**src/hdl/qsh_pkg.sv**
```systemverilog
// ----------------------------------------------------------------------------
// qsh_pkg
// Types and constants shared by the quicksort batch sorter.
// ----------------------------------------------------------------------------
package qsh_pkg;

  localparam int unsigned MaxElements = 64;
  localparam int unsigned CntW        = 20;
  localparam logic [CntW-1:0] CntMax  = '1;

  typedef struct packed {
    logic signed [31:0] value;
    logic               is_last;
  } in_item_t;

  typedef struct packed {
    logic signed [31:0] value_res;
    logic               is_last_res;
    logic [CntW-1:0]    comparison_count;
    logic [CntW-1:0]    memory_access_count;
  } out_item_t;

  function automatic logic [CntW-1:0] sat_add(input logic [CntW-1:0] c,
                                              input logic [2:0] n);
    logic [CntW:0] s;
    s = {1'b0, c} + {{(CntW-2){1'b0}}, n};
    return s[CntW] ? CntMax : s[CntW-1:0];
  endfunction

endpackage

```
**src/hdl/quicksort_hoare_counting.sv**
```systemverilog
// ----------------------------------------------------------------------------
// quicksort_hoare_counting
// Batch sorter: loads signed values until a last mark or a full store, sorts them with
// quicksort (Hoare partition, middle pivot, explicit range stack) and emits
// them ascending with comparison and access counts.
// ----------------------------------------------------------------------------
// Loading takes in a transfer whenever the input is valid. After the last item,
// or when the store holds MAX_ELEMENTS, the block stalls input and sorts in
// place. It uses a single-port element RAM and a single-port range-stack RAM.
// Both RAMs have a registered read, so each scan test has a read state and a
// compare state, and a swap adds a second write state. Every range also passes
// through stack pop and read, pivot read and wait, and two pushes. The sort time
// is therefore set mainly by the comparison count. A single-element batch skips
// the sort. Results then leave through an output register, each with an address
// state and an output state, and wait while the output stalls. Input reopens as
// soon as the final result sits in the output register.
module quicksort_hoare_counting
  import qsh_pkg::*;
#(
  parameter int unsigned MAX_ELEMENTS = qsh_pkg::MaxElements
) (
  input  logic               clk_i,
  input  logic               rst_ni,
  input  logic               in_valid_i,
  output logic               in_stall_o,
  input  qsh_pkg::in_item_t  in_data_i,
  output logic               out_valid_o,
  input  logic               out_stall_i,
  output qsh_pkg::out_item_t out_data_o
);

  localparam int unsigned IW = $clog2(MAX_ELEMENTS);
  localparam int unsigned NW = IW + 1;

  typedef enum logic [13:0] {
    S_LOAD  = 14'b00000000000001,
    S_POP   = 14'b00000000000010,
    S_PIVA  = 14'b00000000000100,
    S_PIVW  = 14'b00000000001000,
    S_LRD   = 14'b00000000010000,
    S_LCMP  = 14'b00000000100000,
    S_HRD   = 14'b00000001000000,
    S_HCMP  = 14'b00000010000000,
    S_POPRD = 14'b00000100000000,
    S_SWH   = 14'b00001000000000,
    S_PUSH1 = 14'b00010000000000,
    S_PUSH2 = 14'b00100000000000,
    S_ORD   = 14'b01000000000000,
    S_OUT   = 14'b10000000000000
  } state_e;

  state_e state_q, state_d;
  logic [NW-1:0] cnt_q, cnt_d, k_q, k_d;
  logic [NW-1:0] sp_q, sp_d;
  logic [IW-1:0] lo_q, lo_d, hi_q, hi_d, l_q, l_d, h_q, h_d;
  logic signed [31:0] piv_q, piv_d, lv_q, lv_d;
  logic [CntW-1:0] cmp_q, cmp_d, acc_q, acc_d;
  logic out_valid_q, out_valid_d;
  out_item_t out_q, out_d;

  logic          ram_we;
  logic [IW-1:0] ram_addr;
  logic [31:0]   ram_wdata, ram_rdata;

  logic            stk_we;
  logic [IW-1:0]   stk_wlo, stk_whi, stk_addr;
  logic [2*IW-1:0] stk_rdata;
  logic [IW-1:0]   j;

  qsh_ram #(.Width(32), .Depth(MAX_ELEMENTS)) u_ram (
    .clk_i  (clk_i),
    .we_i   (ram_we),
    .addr_i (ram_addr),
    .wdata_i(ram_wdata),
    .rdata_o(ram_rdata)
  );

  // Range stack: lo in the upper half, hi in the lower half.
  qsh_ram #(.Width(2 * IW), .Depth(MAX_ELEMENTS)) u_stack (
    .clk_i  (clk_i),
    .we_i   (stk_we && (sp_q < NW'(MAX_ELEMENTS))),
    .addr_i (stk_addr),
    .wdata_i({stk_wlo, stk_whi}),
    .rdata_o(stk_rdata)
  );

  logic out_free;
  assign out_free = !out_valid_q || !out_stall_i;

  always_comb begin
    state_d = state_q; cnt_d = cnt_q; k_d = k_q; sp_d = sp_q;
    lo_d = lo_q; hi_d = hi_q; l_d = l_q; h_d = h_q;
    piv_d = piv_q; lv_d = lv_q; cmp_d = cmp_q; acc_d = acc_q;
    out_valid_d = out_valid_q && out_stall_i;
    out_d = out_q;
    ram_we = 1'b0; ram_addr = l_q; ram_wdata = lv_q;
    stk_we = 1'b0; stk_wlo = lo_q; stk_whi = hi_q; stk_addr = sp_q[IW-1:0];
    j = h_q;
    if (h_q >= hi_q) j = hi_q - 1'b1;
    if (j < lo_q) j = lo_q;
    case (state_q)
      S_LOAD: begin
        ram_addr = cnt_q[IW-1:0];
        ram_wdata = in_data_i.value;
        if (in_valid_i) begin
          ram_we = 1'b1;
          cnt_d = cnt_q + 1'b1;
          if (in_data_i.is_last || cnt_d == NW'(MAX_ELEMENTS)) begin
            cmp_d = '0; acc_d = '0; sp_d = '0; k_d = '0;
            if (cnt_d == NW'(1)) begin
              state_d = S_ORD;
            end else begin
              stk_we = 1'b1; stk_wlo = '0; stk_whi = IW'(cnt_q);
              sp_d = NW'(1);
              state_d = S_POP;
            end
          end
        end
      end
      S_POP: begin
        if (sp_q == '0) begin
          state_d = S_ORD;
        end else begin
          sp_d = sp_q - 1'b1;
          stk_addr = sp_d[IW-1:0];
          state_d = S_POPRD;
        end
      end
      S_POPRD: begin
        lo_d = stk_rdata[2*IW-1:IW];
        hi_d = stk_rdata[IW-1:0];
        l_d = lo_d; h_d = hi_d;
        state_d = (lo_d >= hi_d) ? S_POP : S_PIVA;
      end
      S_PIVA: begin
        ram_addr = lo_q + IW'((hi_q - lo_q) >> 1);
        acc_d = sat_add(acc_q, 3'd1);
        state_d = S_PIVW;
      end
      S_PIVW: begin
        piv_d = ram_rdata;
        state_d = S_LRD;
      end
      S_LRD: begin
        ram_addr = l_q;
        state_d = S_LCMP;
      end
      S_LCMP: begin
        acc_d = sat_add(acc_q, 3'd1); cmp_d = sat_add(cmp_q, 3'd1);
        lv_d = ram_rdata;
        if ($signed(ram_rdata) < piv_q) begin
          l_d = l_q + 1'b1; state_d = S_LRD;
        end else begin
          state_d = S_HRD;
        end
      end
      S_HRD: begin
        ram_addr = h_q;
        state_d = S_HCMP;
      end
      S_HCMP: begin
        acc_d = sat_add(acc_q, 3'd1); cmp_d = sat_add(cmp_q, 3'd1);
        if (piv_q < $signed(ram_rdata)) begin
          h_d = h_q - 1'b1; state_d = S_HRD;
        end else if (l_q >= h_q) begin
          state_d = S_PUSH1;
        end else begin
          piv_d = piv_q;
          ram_we = 1'b1; ram_addr = l_q; ram_wdata = ram_rdata;
          state_d = S_SWH;
        end
      end
      S_SWH: begin
        ram_we = 1'b1; ram_addr = h_q; ram_wdata = lv_q;
        acc_d = sat_add(acc_q, 3'd4);
        l_d = l_q + 1'b1; h_d = h_q - 1'b1;
        state_d = S_LRD;
      end
      S_PUSH1: begin
        if (j + 1'b1 < hi_q) begin
          stk_we = 1'b1; stk_wlo = j + 1'b1; stk_whi = hi_q;
          if (sp_q < NW'(MAX_ELEMENTS)) sp_d = sp_q + 1'b1;
        end
        state_d = S_PUSH2;
      end
      S_PUSH2: begin
        if (lo_q < j) begin
          stk_we = 1'b1; stk_wlo = lo_q; stk_whi = j;
          if (sp_q < NW'(MAX_ELEMENTS)) sp_d = sp_q + 1'b1;
        end
        state_d = S_POP;
      end
      S_ORD: begin
        ram_addr = k_q[IW-1:0];
        state_d = S_OUT;
      end
      S_OUT: begin
        ram_addr = k_q[IW-1:0];
        if (out_free) begin
          out_valid_d = 1'b1;
          out_d.value_res = ram_rdata;
          out_d.is_last_res = (k_q + 1'b1 == cnt_q);
          out_d.comparison_count = cmp_q;
          out_d.memory_access_count = acc_q;
          k_d = k_q + 1'b1;
          if (k_d == cnt_q) begin
            cnt_d = '0; state_d = S_LOAD;
          end else begin
            state_d = S_ORD;
          end
        end
      end
      default: state_d = S_LOAD;
    endcase
  end

  always_ff @(posedge clk_i or negedge rst_ni) begin
    if (!rst_ni) begin
      state_q <= S_LOAD; cnt_q <= '0; k_q <= '0; sp_q <= '0;
      cmp_q <= '0; acc_q <= '0; out_valid_q <= 1'b0;
    end else begin
      state_q <= state_d; cnt_q <= cnt_d; k_q <= k_d; sp_q <= sp_d;
      cmp_q <= cmp_d; acc_q <= acc_d; out_valid_q <= out_valid_d;
    end
  end

  always_ff @(posedge clk_i) begin
    lo_q <= lo_d; hi_q <= hi_d; l_q <= l_d; h_q <= h_d;
    piv_q <= piv_d; lv_q <= lv_d; out_q <= out_d;
  end

  assign in_stall_o  = (state_q != S_LOAD);
  assign out_valid_o = out_valid_q;
  assign out_data_o  = out_q;

endmodule

```
**src/hdl/qsh_ram.sv**
```systemverilog
// ----------------------------------------------------------------------------
// qsh_ram
// Generic single-port RAM with registered read.
// ----------------------------------------------------------------------------
module qsh_ram #(
  parameter int unsigned Width = 32,
  parameter int unsigned Depth = 64
) (
  input  logic                     clk_i,
  input  logic                     we_i,
  input  logic [$clog2(Depth)-1:0] addr_i,
  input  logic [Width-1:0]         wdata_i,
  output logic [Width-1:0]         rdata_o
);

  logic [Width-1:0] mem_q [Depth];

  always_ff @(posedge clk_i) begin
    if (we_i) begin
      mem_q[addr_i] <= wdata_i;
    end
    rdata_o <= mem_q[addr_i];
  end

endmodule

```
**config.mk**
```make
export PLATFORM = sky130hd
export DESIGN_NAME = quicksort_hoare_counting
export DESIGN_NICKNAME = d
export VERILOG_FILES = /design/src/hdl/qsh_pkg.sv /design/src/hdl/quicksort_hoare_counting.sv /design/src/hdl/qsh_ram.sv
export SDC_FILE = /design/constraint.sdc
export NUM_CORES = 2
export LEC_CHECK = 0
export ABC_AREA = 1
export BUFFER_PORTS_ARGS = -buffer_cell sky130_fd_sc_hd__buf_2
export CAP_MARGIN = 0
export CORE_UTILIZATION = 60
export CTS_CLUSTER_SIZE = 14
export DETAILED_ROUTE_END_ITERATION = 16
export GPL_TIMING_DRIVEN = 0
export PLACE_DENSITY = 0.76
export SLEW_MARGIN = 10
export SYNTH_ARGS = -nofsm -noshare
export SYNTH_HDL_FRONTEND = slang
export SYNTH_HIERARCHICAL = 1
export SYNTH_SLANG_ARGS = --single-unit
export TNS_END_PERCENT = 20
```
**constraint.sdc**
```tcl
create_clock -name clk_i -period 16.8 [get_ports clk_i]
set_input_delay 0.84 -clock clk_i [delete_from_list [all_inputs] [get_ports clk_i]]
set_output_delay 0.84 -clock clk_i [all_outputs]
set_load 0.005 [all_outputs]
```
Yosys cells after proc, flatten, opt, wreduce, memory -nomap -nowiden
Memories as Yosys holds them, arrays and structs flattened. A register that Yosys moved wholly into a read port is not among the register bits.
Index checks and enable logic that the tools add are counted.
{"block": "classes", "n_eq_ne": 27, "bitwise_logic": 0, "n_mul": 0, "addsub": 13, "n_lt_le_gt_ge": 9, "n_div": 0, "mux": 72, "shift": 0, "reduce_logical": 27}
{"cell": "case mux 14 bit (13 select lines)", "n": 1}
{"cell": "2-to-1 mux 20 bit", "n": 5}
{"cell": "2-to-1 mux 7 bit", "n": 13}
{"cell": "2-to-1 mux 6 bit", "n": 14}
{"cell": "< comparator 32 bit", "n": 2}
{"cell": "2-to-1 mux 32 bit", "n": 2}
{"cell": "case mux 32 bit (2 select lines)", "n": 1}
{"cell": "case mux 20 bit (3 select lines)", "n": 1}
{"cell": "adder 20 x 1 -> 21 bit (second input constant)", "n": 2}
{"cell": "2-to-1 mux 14 bit", "n": 3}
{"cell": "case mux 20 bit (2 select lines)", "n": 1}
{"cell": "2-to-1 mux 13 bit", "n": 3}
{"cell": "case mux 6 bit (3 select lines)", "n": 2}
{"cell": "case mux 7 bit (2 select lines)", "n": 2}
{"cell": "case mux 7 bit (4 select lines)", "n": 1}
{"cell": "case mux 6 bit (2 select lines)", "n": 2}
{"cell": "case mux 6 bit (4 select lines)", "n": 1}
{"cell": "2-to-1 mux 11 bit", "n": 2}
{"cell": "adder 20 x 3 -> 21 bit (second input constant)", "n": 1}
{"cell": "adder 7 x 1 -> 7 bit (second input constant)", "n": 3}
{"cell": "greater-or-equal comparator 6 bit", "n": 3}
{"cell": "< comparator 6 bit", "n": 3}
{"cell": "!= test 2 bit (second input constant)", "n": 9}
{"cell": "2-to-1 mux 1 bit", "n": 15}
{"cell": "39 further kinds", "n": 56}
{"block": "word_totals", "ff_bits": 237, "input_bits": 37, "elab_cells": 167, "latch_bits": 0, "mem_count": 2, "mem_bits_ro": 0, "ram_bits": 2816}
{"name": "u_ram.mem_q", "depth": 64, "width": 32, "read_ports": 1, "rd_clocked_by_memory_dff": 1, "wr": 1, "line_no": "qsh_ram.sv:16", "source": "logic [Width-1:0] mem_q [Depth];"}
{"name": "u_stack.mem_q", "depth": 64, "width": 12, "read_ports": 1, "rd_clocked_by_memory_dff": 1, "wr": 1, "line_no": "qsh_ram.sv:16"}

Depth between registers and ports, before layout
{"block": "logic_depth", "ltp_word": 11, "mapped_depth": 36, "ltp_nobuf": 33}

Cells and area by module
The synthesis kept the hierarchy.
{"module": "qsh_ram (u_ram)", "area_per_inst_um2": 86490.5, "cells_each": 8440, "n_inst": 1}
{"module": "qsh_ram (u_stack)", "area_per_inst_um2": 32765.2, "cells_each": 3215, "n_inst": 1}
{"module": "quicksort_hoare_counting", "area_per_inst_um2": 14754.2, "cells_each": 1771, "n_inst": 1}

Worst setup path after synthesis
OpenSTA, ideal clock, no wires.
{"block": "synth_path", "path_kind": "register to register", "startpoint": "register hi_q[2]", "endpoint": "memory u_ram.mem_q[41][0], enable pin", "path_stages_with_launch": 22, "setup_slack_ps": 9995, "arrival_ps": 6303, "synth_period_minus_slack_ps": 6805, "cell_sequence": "edfxtp_1 ha_1 nand2_1 o21ai_0 xor2_1 inv_1 ha_1 a21oi_1 inv_1 a31oi_1 nor2_1 nor2_1 nor2_1 nor2_1 xor2_1 o22ai_1 nor2_1 o21ai_0 inv_2 nor3_2 inv_2 nor4_1"}
{"block": "synth_between", "elab_chain_cells": 3}
{"item": "start: declaration", "line_no": "quicksort_hoare_counting.sv:55", "source": "logic [IW-1:0] lo_q, lo_d, hi_q, hi_d, l_q, l_d, h_q, h_d;"}
{"item": "start signal: assignment", "line_no": "quicksort_hoare_counting.sv:228", "source": "lo_q <= lo_d; hi_q <= hi_d; l_q <= l_d; h_q <= h_d;"}
{"item": "subtractor 6 bit", "line_no": "quicksort_hoare_counting.sv:136", "source": "ram_addr = lo_q + IW'((hi_q - lo_q) >> 1);"}
{"item": "adder 6 x 5 -> 6 bit", "line_no": "quicksort_hoare_counting.sv:136"}
{"item": "case mux 6 bit (4 select lines)", "line_no": "quicksort_hoare_counting.sv:101", "source": "case (state_q)"}
{"item": "net ram_addr[5]", "line_no": "quicksort_hoare_counting.sv:62", "source": "logic [IW-1:0] ram_addr;"}
{"item": "end: declaration", "line_no": "qsh_ram.sv:16"}
The timed path passes the listed nets, and every way through them passes these cells.

Worst setup path after layout
{"block": "layout_path", "startpoint": "register hi_q[5]", "endpoint": "memory u_stack/mem_q[39][11] in the netlist's numbering, enable pin"}
{"block": "layout_between", "elab_chain_cells": 11, "word_cells_on_any_way": 14}
{"item": "subtractor 6 x 1 -> 6 bit / greater-or-equal comparator 6 bit (equally long branches)", "line_no": "quicksort_hoare_counting.sv:99", "source": "if (h_q >= hi_q) j = hi_q - 1'b1;"}
{"item": "2-to-1 mux 6 bit", "line_no": "quicksort_hoare_counting.sv:99"}
{"item": "< comparator 6 bit", "line_no": "quicksort_hoare_counting.sv:100", "source": "if (j < lo_q) j = lo_q;"}
{"item": "2-to-1 mux 6 bit", "line_no": "quicksort_hoare_counting.sv:100"}
{"item": "adder 6 x 1 -> 6 bit", "line_no": "quicksort_hoare_counting.sv:180", "source": "if (j + 1'b1 < hi_q) begin"}
{"item": "< comparator 6 bit", "line_no": "quicksort_hoare_counting.sv:180"}
{"item": "2-to-1 mux 1 bit", "line_no": "quicksort_hoare_counting.sv:180"}
{"item": "case mux 1 bit (3 select lines) (*)", "line_no": "quicksort_hoare_counting.sv:101"}
{"item": "logical AND 1 bit (*)", "line_no": "quicksort_hoare_counting.sv:81", "source": ".we_i (stk_we && (sp_q < NW'(MAX_ELEMENTS))),"}
{"item": "2-to-1 mux 1 bit (*)", "line_no": "qsh_ram.sv:19", "source": "if (we_i) begin"}
{"item": "2-to-1 mux 1 bit (not written as such) (*)", "line_no": "qsh_ram.sv:20", "source": "mem_q[addr_i] <= wdata_i;"}
{"item": "end: declaration", "line_no": "qsh_ram.sv:16"}
Mark *: on every way between the ends. The rest lies on a longest branch, timed or not.

==> impl_metrics.csv <==
group,metric,value,unit
floorplan,io_pins,112,
critical_path,start_kind,"flop",
synth,number_of_enable_type_register_cells_in_the_synthesized_netlist,2977,
outcome,run_status,"completed",
timing,setup_viol,0,
final_layout,post_layout_nonfiller_instances,17260,
pwr,comb_power_share,0.474,
grt,grt_max_degree,65,
routing,drtAntennaViolNets,0,
grt,antenna_found_initial,22,
critical_path,crit_required,17.34,ns
placed_design,place.detailed.hpwl,296800,µm
timing,finalWorstSetupSlack,8.546,ns
clocking,clk_latency,0.96,ns
timing,tightestPinTransition,1.429,ns
timing,finalHoldViolCount,0,
worst_hold_path,hold-path-endpoint,"out_valid_o",
routing,detailedRoute.firstIterationViolations,15270,
pwr,total_switching_power,0.01502,W
critical_path,critPathMaxFanout,12,
final_layout,area_growth_syn_to_layout,13.57,%
final_layout,utilization,0.6853,
grt,grt_first_pass_wirelength,609700,µm
final_layout,finalNetCount,14160,
clocking,cts_root_buf,"clkbuf_16",
grt,global_route.usage.total,0.3752,
critical_path,reg2reg_from,"hi_q[5]",
critical_path,critical_path.max_stage_delay,1.28,ns
clocking,cts_post_setup_buffers_inserted,0,
routing,vias_per_cell,5.838,
synth,async_reset_ff_frac,0.02454,
synth,synth_seq_area_share,0.6879,
critical_path,critPathCaptureType,"flop",
timing,slew_headroom,0.04211,
floorplan,rows,173,
clocking,cts.sink_count,3097,
critical_path,timing.rr.end,"u_stack/mem_q[39][11]",
final_layout,postLayoutCellArea,152200,µm²
pwr,ir_worst_vdd,0.1475,mV
synth,postSynthRegisterBits,3097,
routing,route.final.wire_length,426600,µm
routing,avgRoutedWirePerCell,24.72,µm
floorplan,die_y,474.6,µm
floorplan,floorplan.initialDensity,0.6034,
placed_design,finalWeightedCongestion,1.024,
placed_design,post-place-ws,8.710,ns
pwr,leakagePower,64.26,nW
critical_path,reg2regPathDepth,30,
pwr,clock_power_share,0.212,
synth,syn_area,134000,µm²
synth,number_of_different_library_cells_in_the_post_synthesis_netlist,63,
final_layout,num-fill-cells,16290,
clocking,clk_pin_slew,0.06,ns
grt,grt_overflow,0,
critical_path,cpMaxStageDelayCell,"nor2_1",
timing,maxSlewViolCount,0,
critical_path,worst_ep_arrival_time,8.79,ns
synth,syn-num-nets,13550,
worst_hold_path,worst_hold_path_type,"input pin to flop",
routing,routed-via-count,100800,
critical_path,critical_path_class,"flop to flop",
clocking,htreeDepth,5,
run,max_cap_viol_count,0,
synth,ys.warnings.count,6,
worst_hold_path,min_path_cells,3,
worst_hold_path,hp-start,"out_stall_i",
final_layout,most-common-layout-cells,"nand2_1, edfxtp_1, buf_2",
routing,drt_first_pass_iters,8,
timing,setup_repair_after_global_routing_missed_its_margin,"no",
pwr,power_density,214.0,nW/µm²
floorplan,die-width,474.6,µm
timing,fmax,121.2,MHz
clocking,cts_buffers,326,
synth,syn_area_per_cell,9.981,µm²
final_layout,drive_gt1_frac,0.09493,
synth,ys.flop_type,"edfxtp_1",
grt,first_global_vias,93500,
floorplan,total_die_area,225200,µm²
routing,remaining_drc_errors,0,
timing,tns,0,ns
pwr,p_seq_frac,0.314,
placed_design,post_dp_cell_area,142100,µm²
critical_path,regToRegSetupSlack,8.55,ns
floorplan,core_area,222100,µm²
timing,finalCritPeriodShare,0.4913,
placed_design,dp.cells,16680,
clocking,cts.path.max_buffers,4,
clocking,cts_tree,"yes",
final_layout,mostFrequentLayoutCell,"nand2_1",
critical_path,crit_path_frequent_cell,"nand2_1",
placed_design,port_buffers,110,
timing,final.min_clock_period,8.254,ns
pwr,power.switching_fraction,0.4610,
pwr,p_int,0.01756,W
synth,postSynthCellCount,13430,
timing,skew,0.05577,ns
sequential cells by signal (all words and copies together) (netlist names):
signal,flops
lv_q,32
cmp_q,20
h_q,6
out_valid_o,1
k_q,7
sp_q,7
l_q,6
state_q,14
lo_q,6
u_ram/rdata_o,32
u_stack/rdata_o,12
cnt_q,7
piv_q,32
hi_q,6
u_stack/mem_q,768
u_ram/mem_q,2048
acc_q,20
out_data_o,73
what timing repair did:
action,in CTS,in global routing
gates resized for setup,0,0
endpoints found under the hold margin,16,0
setup endpoints to repair,0,0
hold buffers,1,0
synth_stat cells, types with 53 or more instances:
master,n,area share
clkbuf_1,190,0.0053
ha_1,86,0.0080
o21ai_0,174,0.0065
nor2_1,328,0.0092
edfxtp_1,2977,0.67
nand2_1,8288,0.23
buf_2,329,0.012
a21oi_1,62,0.0023
nand3_1,107,0.0040
dfrtp_1,75,0.014
buf_1,53,0.0015
inv_1,307,0.0086
power by group through the flow:
stage	clock network (W)	registers [W]	logic, W
6_report	0.00689	0.0102	0.0154
5_1_grt	0.00720	0.0102	0.0164
4_1_cts	0.00692	0.0102	0.0148
3_5_place_dp	0	0.0104	0.0147
3_3_place_gp	0	0.0108	0.0138
2_1_floorplan	0	0.0104	0.00823
logic make-up (layout without fill, tap and decap cells):
family	count (synthesis)	count (layout)	share of synthesized area
AO/OA/AOI/OAI	365	365	0.01620
other	0	11	0
buffers and inverters	963	1811	0.03177
multiplexers	2	2	0.0001587
adder cells (fa/ha/maj)	88	88	0.008328
flip-flops	3097	3097	0.6879
AND/OR/NAND/NOR	8853	8853	0.2519
XOR/XNOR	58	58	0.003791
worst max-delay path by stage:
stage                 start                    end  slack (ns)  cells past startpoint
finish              hi_q[5]  u_stack/mem_q[39][11]        8.55                     30
global route        hi_q[3]  u_stack/mem_q[38][10]        8.14                     31
CTS                 hi_q[5]  u_stack/mem_q[38][10]        8.69                     30
detailed placement  hi_q[5]   u_stack/mem_q[62][5]        8.71                     28
global placement    lo_q[1]     u_ram/mem_q[40][6]        5.33                     22
floorplan           hi_q[2]     u_ram/mem_q[41][0]        9.99                     21
worst max-delay path: cells and delay by family, from the launching register on:
family,cells,cell delay (ns)
AO/OA/AOI/OAI,5,1.07
flip-flops,1,0.57
buffers and inverters,6,1.36
adder cells (fa/ha/maj),4,1.13
XOR/XNOR,1,0.27
AND/OR/NAND/NOR,14,3.44
area by class of cell:
type	count	area, µm²	area share
inverter	341	1282	0.008427
clock inverter	172	1406	0.009241
buffer	622	2982	0.01959
antenna	11	27.53	0.0001809
timing repair buffer	281	3465	0.02276
sequential	3097	92180	0.6057
multi-input combinational	9366	38520	0.2531
tap	2975	3722	0.02446
clock buffer	395	8606	0.05654
metal layers:
layer,routed length [µm],vias to the layer above,share of wire,global-route usage
met5,128,-,0.00030,0
met1,159400,47860,0.37,0.5204
li1,-,44860,-,-
met3,58140,1205,0.14,0.09333
met2,185100,6823,0.43,0.5556
met4,23810,20,0.056,0.1831
through the flow:
step / hold slack, ns / power [W]
6_report: 0.2511 / 0.03258
3_5_place_dp: 0.4237 / 0.02511
5_1_grt: 0.2339 / 0.03383
4_1_cts: 0.1891 / 0.03199
3_3_place_gp: 0.4163 / 0.02460
2_1_floorplan: 0.4082 / 0.01865
(Power assumes the default switching activity.)
